--- src/rtl/core/crpdo_pkg.sv ---
// shared types, codes and constants of the rpdo match and timeout core
package crpdo_pkg;

	localparam int DEFAULT_SLOTS = 4;
	localparam int MAX_SLOTS     = 8;
	localparam int ID_W          = 11;
	localparam int TMO_W         = 16;
	localparam int TIME_W        = 32;
	localparam int DATA_W        = 64;
	localparam int CFG_ADDR_W    = 3;
	localparam int CFG_DATA_W    = 16;
	localparam int REG_SLOTS     = 4;
	localparam int MASK_W        = 4;
	localparam int SLOT_W        = 2;

	localparam logic [ID_W-1:0] ID_MASK = 11'h7FF;

	// item kinds, code 3 is unused and gives an all-zero result with no change
	typedef enum logic [1:0] {
		OP_FRAME = 2'd0,
		OP_TICK  = 2'd1,
		OP_RESET = 2'd2
	} op_t;

	// register file halves, selected by the top index bit
	localparam logic REG_BANK_RX_ID   = 1'b0;
	localparam logic REG_BANK_TIMEOUT = 1'b1;

	// reset identifier of a slot: 0x201 + 0x100 * slot, kept to eleven bits
	function automatic logic [ID_W-1:0] default_id(input int unsigned idx);
		logic [31:0] full;
		full = 32'h201 + (32'h100 * idx);
		return full[ID_W-1:0] & ID_MASK;
	endfunction

endpackage

--- src/rtl/core/canopen_rpdo_match_and_timeout_core.sv ---
// rpdo receive slot matcher with per-slot event timers, top level
//
// Each item (a received frame, a millisecond tick or a timer reset) enters an
// input register, is resolved by one level of logic against the slot table and
// the per-slot timer state, and lands in a result register, so an item goes in
// every clock cycle when nothing stalls. The rate is one item per cycle; the
// only thing that slows it is stall on the result side, which holds the result
// register and, once the input register is also full, raises in_stall. Frames
// match all slots in parallel and the lowest matching slot wins; a match claims
// the frame, and only while operational it restamps the slot, clears its expired
// mark and hands the payload on. A tick, while operational, compares the wrapped
// 32-bit age of every enabled, not yet expired slot with its timeout and reports
// the slots that just expired. A reset item restamps all slots with now_ms
// whatever the operational input says. Identifiers and timeouts are written
// through the cfg port (indexes 0..3 identifiers, 4..7 timeouts); the user must
// write them only while the core is idle, which the core does not enforce.
// Slots above the fourth keep their reset identifier and no timeout.
module canopen_rpdo_match_and_timeout_core #(
	parameter int SLOTS = crpdo_pkg::DEFAULT_SLOTS
) (
	input  logic                             clk,
	input  logic                             arst_n,
	// configuration write port
	input  logic                             cfg_we,
	input  logic [crpdo_pkg::CFG_ADDR_W-1:0] cfg_addr,
	input  logic [crpdo_pkg::CFG_DATA_W-1:0] cfg_wdata,
	// item channel
	input  logic                             in_valid,
	output logic                             in_stall,
	input  logic [1:0]                       op,
	input  logic [crpdo_pkg::ID_W-1:0]       frame_id,
	input  logic [crpdo_pkg::DATA_W-1:0]     frame_data,
	input  logic [crpdo_pkg::TIME_W-1:0]     now_ms,
	input  logic                             operational,
	// result channel
	output logic                             out_valid,
	input  logic                             out_stall,
	output logic                             claimed,
	output logic                             delivered,
	output logic [crpdo_pkg::SLOT_W-1:0]     slot,
	output logic [crpdo_pkg::DATA_W-1:0]     data_out,
	output logic [crpdo_pkg::MASK_W-1:0]     timeout_mask
);

	import crpdo_pkg::*;

	// width of the slot vector once padded to cover the result mask
	localparam int PadW = (SLOTS > MASK_W) ? SLOTS : MASK_W;

	// slot table and timer state
	logic [ID_W-1:0]   rx_id_q        [SLOTS];
	logic [TMO_W-1:0]  tmo_q          [SLOTS];
	logic [TIME_W-1:0] last_receive_q [SLOTS];
	logic [SLOTS-1:0]  expired_q;

	// input register
	logic              valid_s1;
	logic [1:0]        op_s1;
	logic [ID_W-1:0]   frame_id_s1;
	logic [DATA_W-1:0] frame_data_s1;
	logic [TIME_W-1:0] now_s1;
	logic              oper_s1;

	// result register
	logic              out_valid_q;
	logic              claimed_q;
	logic              delivered_q;
	logic [SLOT_W-1:0] slot_q;
	logic [DATA_W-1:0] data_q;
	logic [MASK_W-1:0] mask_q;

	// handshake control
	logic out_take;
	logic advance;
	logic in_take;

	// combinational results for the item in the input register
	logic [SLOTS-1:0]  hit_vec;
	logic [SLOTS-1:0]  win_vec;
	logic              any_hit;
	logic [SLOT_W-1:0] win_slot;
	logic [SLOTS-1:0]  due_vec;
	logic [PadW-1:0]   due_pad;
	logic              frame_dlv;
	logic              res_claimed;
	logic              res_delivered;
	logic [SLOT_W-1:0] res_slot;
	logic [DATA_W-1:0] res_data;
	logic [MASK_W-1:0] res_mask;
	logic [SLOTS-1:0]  restamp_vec;
	logic [SLOTS-1:0]  expire_set;
	logic [SLOTS-1:0]  expire_clr;

	// result register drains on a transfer, input register moves when there is room
	assign out_take = out_valid_q && !out_stall;
	assign advance  = valid_s1 && (!out_valid_q || !out_stall);
	assign in_stall = valid_s1 && !advance;
	assign in_take  = in_valid && !in_stall;

	// identifier compare on every slot, then lowest match wins
	always_comb begin
		logic found;
		found    = 1'b0;
		win_vec  = '0;
		win_slot = '0;
		for (int i = 0; i < SLOTS; i++) begin
			hit_vec[i] = (rx_id_q[i] == frame_id_s1);
			if (hit_vec[i] && !found) begin
				found      = 1'b1;
				win_vec[i] = 1'b1;
				win_slot   = SLOT_W'(i);
			end
		end
		any_hit = found;
	end

	// wrapped age against timeout, for enabled slots not yet expired
	always_comb begin
		logic [TIME_W-1:0] age;
		for (int i = 0; i < SLOTS; i++) begin
			age        = now_s1 - last_receive_q[i];
			due_vec[i] = (tmo_q[i] != '0) && !expired_q[i] &&
			             (age >= TIME_W'(tmo_q[i]));
		end
	end

	// only the first slots have a bit in the reported mask
	assign due_pad = PadW'(due_vec);

	// result and state update for the item kind
	always_comb begin
		frame_dlv     = any_hit && oper_s1;
		res_claimed   = 1'b0;
		res_delivered = 1'b0;
		res_slot      = '0;
		res_data      = '0;
		res_mask      = '0;
		restamp_vec   = '0;
		expire_set    = '0;
		expire_clr    = '0;
		case (op_s1)
			OP_FRAME: begin
				res_claimed   = any_hit;
				res_slot      = any_hit ? win_slot : '0;
				res_delivered = frame_dlv;
				res_data      = frame_dlv ? frame_data_s1 : '0;
				if (frame_dlv) begin
					restamp_vec = win_vec;
					expire_clr  = win_vec;
				end
			end
			OP_TICK: begin
				if (oper_s1) begin
					expire_set = due_vec;
					res_mask   = due_pad[MASK_W-1:0];
				end
			end
			OP_RESET: begin
				restamp_vec = '1;
				expire_clr  = '1;
			end
			default: begin
				// unused code: no change, all-zero result
				res_claimed = 1'b0;
			end
		endcase
	end

	// input register
	always_ff @(posedge clk or negedge arst_n) begin
		if (!arst_n) begin
			valid_s1 <= 1'b0;
		end else if (in_take) begin
			valid_s1 <= 1'b1;
		end else if (advance) begin
			valid_s1 <= 1'b0;
		end
	end

	always_ff @(posedge clk) begin
		if (in_take) begin
			op_s1         <= op;
			frame_id_s1   <= frame_id;
			frame_data_s1 <= frame_data;
			now_s1        <= now_ms;
			oper_s1       <= operational;
		end
	end

	// result register
	always_ff @(posedge clk or negedge arst_n) begin
		if (!arst_n) begin
			out_valid_q <= 1'b0;
		end else if (advance) begin
			out_valid_q <= 1'b1;
		end else if (out_take) begin
			out_valid_q <= 1'b0;
		end
	end

	always_ff @(posedge clk) begin
		if (advance) begin
			claimed_q   <= res_claimed;
			delivered_q <= res_delivered;
			slot_q      <= res_slot;
			data_q      <= res_data;
			mask_q      <= res_mask;
		end
	end

	// slot table, only the first slots are reachable from the cfg port
	always_ff @(posedge clk or negedge arst_n) begin
		if (!arst_n) begin
			for (int i = 0; i < SLOTS; i++) begin
				rx_id_q[i] <= default_id(i);
				tmo_q[i]   <= '0;
			end
		end else if (cfg_we) begin
			for (int i = 0; i < SLOTS; i++) begin
				if (i < REG_SLOTS && cfg_addr[SLOT_W-1:0] == SLOT_W'(i)) begin
					if (cfg_addr[CFG_ADDR_W-1] == REG_BANK_RX_ID) begin
						rx_id_q[i] <= cfg_wdata[ID_W-1:0] & ID_MASK;
					end else begin
						tmo_q[i] <= cfg_wdata[TMO_W-1:0];
					end
				end
			end
		end
	end

	// timer state, changed when an item leaves the input register
	always_ff @(posedge clk or negedge arst_n) begin
		if (!arst_n) begin
			for (int i = 0; i < SLOTS; i++) begin
				last_receive_q[i] <= '0;
			end
			expired_q <= '0;
		end else if (advance) begin
			for (int i = 0; i < SLOTS; i++) begin
				if (restamp_vec[i]) begin
					last_receive_q[i] <= now_s1;
				end
			end
			expired_q <= (expired_q | expire_set) & ~expire_clr;
		end
	end

	assign out_valid    = out_valid_q;
	assign claimed      = claimed_q;
	assign delivered    = delivered_q;
	assign slot         = slot_q;
	assign data_out     = data_q;
	assign timeout_mask = mask_q;

`ifndef SYNTH
	// a delivered frame is always a claimed one
	a_dlv_claimed: assert property (@(posedge clk) disable iff (!arst_n)
		out_valid_q && delivered_q |-> claimed_q)
		else $error("delivered result without claim");

	// payload only travels with a delivery
	a_data_zero: assert property (@(posedge clk) disable iff (!arst_n)
		out_valid_q && !delivered_q |-> data_q == '0)
		else $error("payload on undelivered result");

	// a tick mask never comes with a frame result
	a_mask_excl: assert property (@(posedge clk) disable iff (!arst_n)
		out_valid_q && mask_q != '0 |-> !claimed_q)
		else $error("timeout mask on a frame result");

	// a slot reported as timed out is marked expired afterwards
	a_mask_marks: assert property (@(posedge clk) disable iff (!arst_n)
		advance && res_mask != '0 |=>
		(PadW'(expired_q) & PadW'($past(res_mask))) == PadW'($past(res_mask)))
		else $error("reported timeout not marked expired");
`endif

endmodule
--- config.mk ---
export PLATFORM = sky130hd
export DESIGN_NAME = canopen_rpdo_match_and_timeout_core
export DESIGN_NICKNAME = d
export VERILOG_FILES = /design/src/rtl/core/crpdo_pkg.sv /design/src/rtl/core/canopen_rpdo_match_and_timeout_core.sv
export SDC_FILE = /design/constraint.sdc
export NUM_CORES = 1
export LEC_CHECK = 0
export BUFFER_PORTS_ARGS = -buffer_cell sky130_fd_sc_hd__buf_2
export CAP_MARGIN = 20
export CORE_ASPECT_RATIO = 0.7
export CORE_MARGIN = 8
export CORE_UTILIZATION = 55
export CTS_CLUSTER_SIZE = 8
export DETAILED_ROUTE_END_ITERATION = 10
export PLACE_DENSITY = 0.74
export SYNTH_ARGS = -nofsm -noshare
export SYNTH_HDL_FRONTEND = slang
export SYNTH_SLANG_ARGS = --single-unit
--- constraint.sdc ---
create_clock -name clk -period 9.8 [get_ports clk]
set_input_delay 0.49 -clock clk [delete_from_list [all_inputs] [get_ports clk]]
set_output_delay 0.49 -clock clk [all_outputs]
set_load 0.01 [all_outputs]
==> impl_metrics.py <==
metrics = {
    "yosys": {
        "syn_nets": 2767,
        "yosysTopAreaCell": "dfrtp_1",
        "ys_warn_count": 0,
        "synthCells": 2441,
        "syn_area_per_cell_sq_um": 10.0,
        "ys_types": 84,
        "synth_top_area_share_pct": 23.7,
        "async_reset_ff_share_pct": 57.1,
        "syn-cell-area_sq_um": 24500,
        "ys.flop_type": "dfrtp_1",
        "synth-edff-count": 182,
        "synth-seq-area-share_pct": 47.1,
        "ys_ff_latch": 424,
        "synth.area.top_cells": "dfrtp_1 24%, edfxtp_1 22%, ha_1 9.6%, mux2_2 4.6%, o21ai_0 4.4%",
    },
    "floorplanning": {
        "core_sq_um": 43800,
        "pin_count": 208,
        "die_w_um": 268,
        "start_util_pct": 55.9,
        "die_area_sq_um": 51600,
        "fp-row-count": 64,
        "die_y_um": 193,
    },
    "drt": {
        "wl_per_cell_um": 20.4,
        "drcViolationCount": 0,
        "drt-initial-drc-count": 1930,
        "drt-vias-per-instance": 5.88,
        "vias": 19300,
        "drt-pass1-iter-count": 8,
        "ant_nets": 0,
        "totalWireLength_um": 66800,
    },
    "timing": {
        "max_freq_ghz": 0.185,
        "fin_ws_ps": 4400,
        "fin_crit_ps": 5400,
        "worst_pin_slew_ps": 1030,
        "whs_ps": 57.2,
        "maxSlewViolCount": 0,
        "maxSlewHeadroom_pct": 31.1,
        "skew_ps": 31.2,
        "hold_viol": 0,
        "tns_ps": 0,
        "finalSetupViolCount": 0,
        "rsz0062_at_grt": "false",
        "timing.final.crit_share_pct": 55.2,
    },
    "critical_path": {
        "rrSetupSlack_ps": 4400,
        "worst_path_largest_cell_delay_ps": 560,
        "cp-end-kind": "register",
        "cp-start-kind": "register",
        "critPathSlowestCell": "edfxtp_1",
        "worstPathRequired_ps": 10120,
        "path_max_fanout": 9,
        "worst-setup-path-type": "reg -> reg",
        "path_cells": "inv_1 -> fa_1 -> nand2b_1 -> a21oi_4 -> o21a_1 -> nor2_1 -> o21ai_0 -> xor2_1 -> ha_1 -> nor2b_1 -> o21ai_0 -> o311ai_0 -> or4_1 -> a21oi_1 -> nand3_1 -> or4_1 -> o41ai_2 -> nor3_1",
        "critPathArrivalTime_ps": 5720,
    },
    "clock_network": {
        "h-tree-depth": 2,
        "clock_latency_ps": 610,
        "cts_resized": 0,
        "cts_tree": "built",
        "cts_root_buffer": "clkbuf_16",
        "clockBufferDepth": 3,
        "cts.sinks": 424,
        "clkTransAtPathRegs_ps": 50,
        "cts_inserted_buffers": 59,
    },
    "finish": {
        "fin_nets": 2962,
        "final_util_pct": 63.6,
        "stdcell_count": 3277,
        "drive_above_1_share_pct": 15.8,
        "final_common_cell": "nand2_1",
        "final_cell_mix": "247 x nand2_1, 232 x dfrtp_1, 222 x inv_1",
        "postLayoutCellArea_sq_um": 27900,
        "syn_to_final_growth_pct": 13.8,
    },
    "outcome": {
        "status": "finished, final reports clean",
    },
    "hold_path": {
        "min_path_type": "in -> reg",
    },
    "placement": {
        "io_buffer_count": 207,
        "dpl-instance-area_sq_um": 26100,
        "dp_hpwl_um": 50400,
        "dp.cells": 3168,
        "gp_congestion": 0.941,
        "dp_slack_ps": 4470,
    },
    "grt": {
        "first_global_vias": 18900,
        "grt.total_usage_pct": 25.5,
        "antenna_found_initial": 3,
        "grt_pass1_wl_um": 105000,
        "grt_max_degree": 113,
        "grt_overflow": 0,
    },
    "power_and_ir_drop": {
        "report.power.total_mw": 6.73,
        "p_per_area_nw_per_um2": 242,
        "p_leak_nw": 12.3,
        "irDropWorstVdd_v": 0.000174,
    },
    "job": {
        "maxCapViolations": 0,
    },
}
-- worst max-delay path: cells and delay by family, from the launching register on --
| family | cells | cell delay (ps) |
|---|---|---|
| flip-flops | 1 | 560 |
| adder cells (fa/ha/maj) | 2 | 760 |
| AND/OR/NAND/NOR | 7 | 1610 |
| buffers and inverters | 1 | 260 |
| AO/OA/AOI/OAI | 7 | 1710 |
| XOR/XNOR | 1 | 210 |
-- final cells by class --
type                    instances  area [sq um]
fillers                      3552         15900
multi-input cells            1701         11800
flip-flops and latches        424         11500
clock buffers                 104          1690
repair buffers                227          1200
inverters                     223           837
well taps                     594           743
clock inverters                 3          55.1
diodes                          1          2.50
-- power breakdown --
part / switching (mW) / leakage, nW / total [mW] / internal [mW]
Combinational: 1.47 / 6.76 / 2.49 / 1.02
Clock: 0.764 / 0.828 / 1.92 / 1.15
Sequential: 0.165 / 4.70 / 2.32 / 2.16
-- worst paths after layout --
kind,start,endpoint,cells after the start
worst min-delay path,frame_id[9],frame_id_s1[9]$_DFFE_PP_,1
worst max-delay path,now_s1[1]$_DFFE_PP_,timeout_mask[1]$_DFFE_PP_,18
worst max register to register,now_s1[1]$_DFFE_PP_,timeout_mask[1]$_DFFE_PP_,18
min in group asynchronous,arst_n,rx_id_q[20]$_DFFE_PN0P_,2
worst min register to register,valid_s1$_DFFE_PN0P_,out_valid$_DFFE_PN0P_,1
max in group asynchronous,arst_n,last_receive_q[58]$_DFFE_PN0P_,4
-- synthesized netlist by cell type, drive strengths merged, types with 5 or more instances --
master,count
or4,6
o2111ai,8
and3,75
o41ai,5
dfstp,10
nor2b,23
dfrtp,232
o21ai,231
a41oi,5
a31oi,23
xor2,43
a311oi,7
o21a,22
a211oi,11
nand3,39
o211ai,14
clkbuf,89
a31o,5
xnor2,96
nand2b,20
a21oi,169
a221oi,6
o31ai,10
nand4,40
edfxtp,182
a21o,44
and2,5
inv,223
ha,188
o21bai,19
nor2,103
nor3,31
nor4,30
mux2,102
nand2,247
or3,7
-- cell families (layout without fill, tap and decap cells) --
group / Yosys count / after routing / share of synthesized area [%]
buffers and inverters: 316 / 557 / 4.87
DFF: 424 / 424 / 47.1
and+or+nand+nor: 647 / 647 / 12.9
muxes: 106 / 106 / 4.85
AOI/OAI and AO/OA: 617 / 617 / 15.4
xor gates and xnor gates: 139 / 139 / 4.97
other: 0 / 1 / 0
adders and majority gates: 192 / 192 / 9.93
-- flip-flops by register name, summed over array words and instances (netlist names) --
register        cells
delivered           1
rx_id_q            44
tmo_q              64
data_out           64
frame_id_s1        11
timeout_mask        4
frame_data_s1      64
claimed             1
oper_s1             1
op_s1               2
valid_s1            1
slot                2
out_valid           1
last_receive_q    128
expired_q           4
now_s1             32
-- per-layer routing --
| metal | GRT usage [%] | up-vias | part of all wire [%] |
|---|---|---|---|
| met4 | 6.27 | 0 | 2.3 |
| li1 | - | 9141 | - |
| met5 | 0 | - | 0 |
| met1 | 38.4 | 9328 | 47 |
| met2 | 37.9 | 688 | 43 |
| met3 | 4.63 | 121 | 7.4 |
-- timing repair --
item	CTS	global route
setup buffers	0	0
endpoints found under the hold margin	19	0
hold buffers	1	0
No activity file was read; power rests on OpenSTA's default activity.
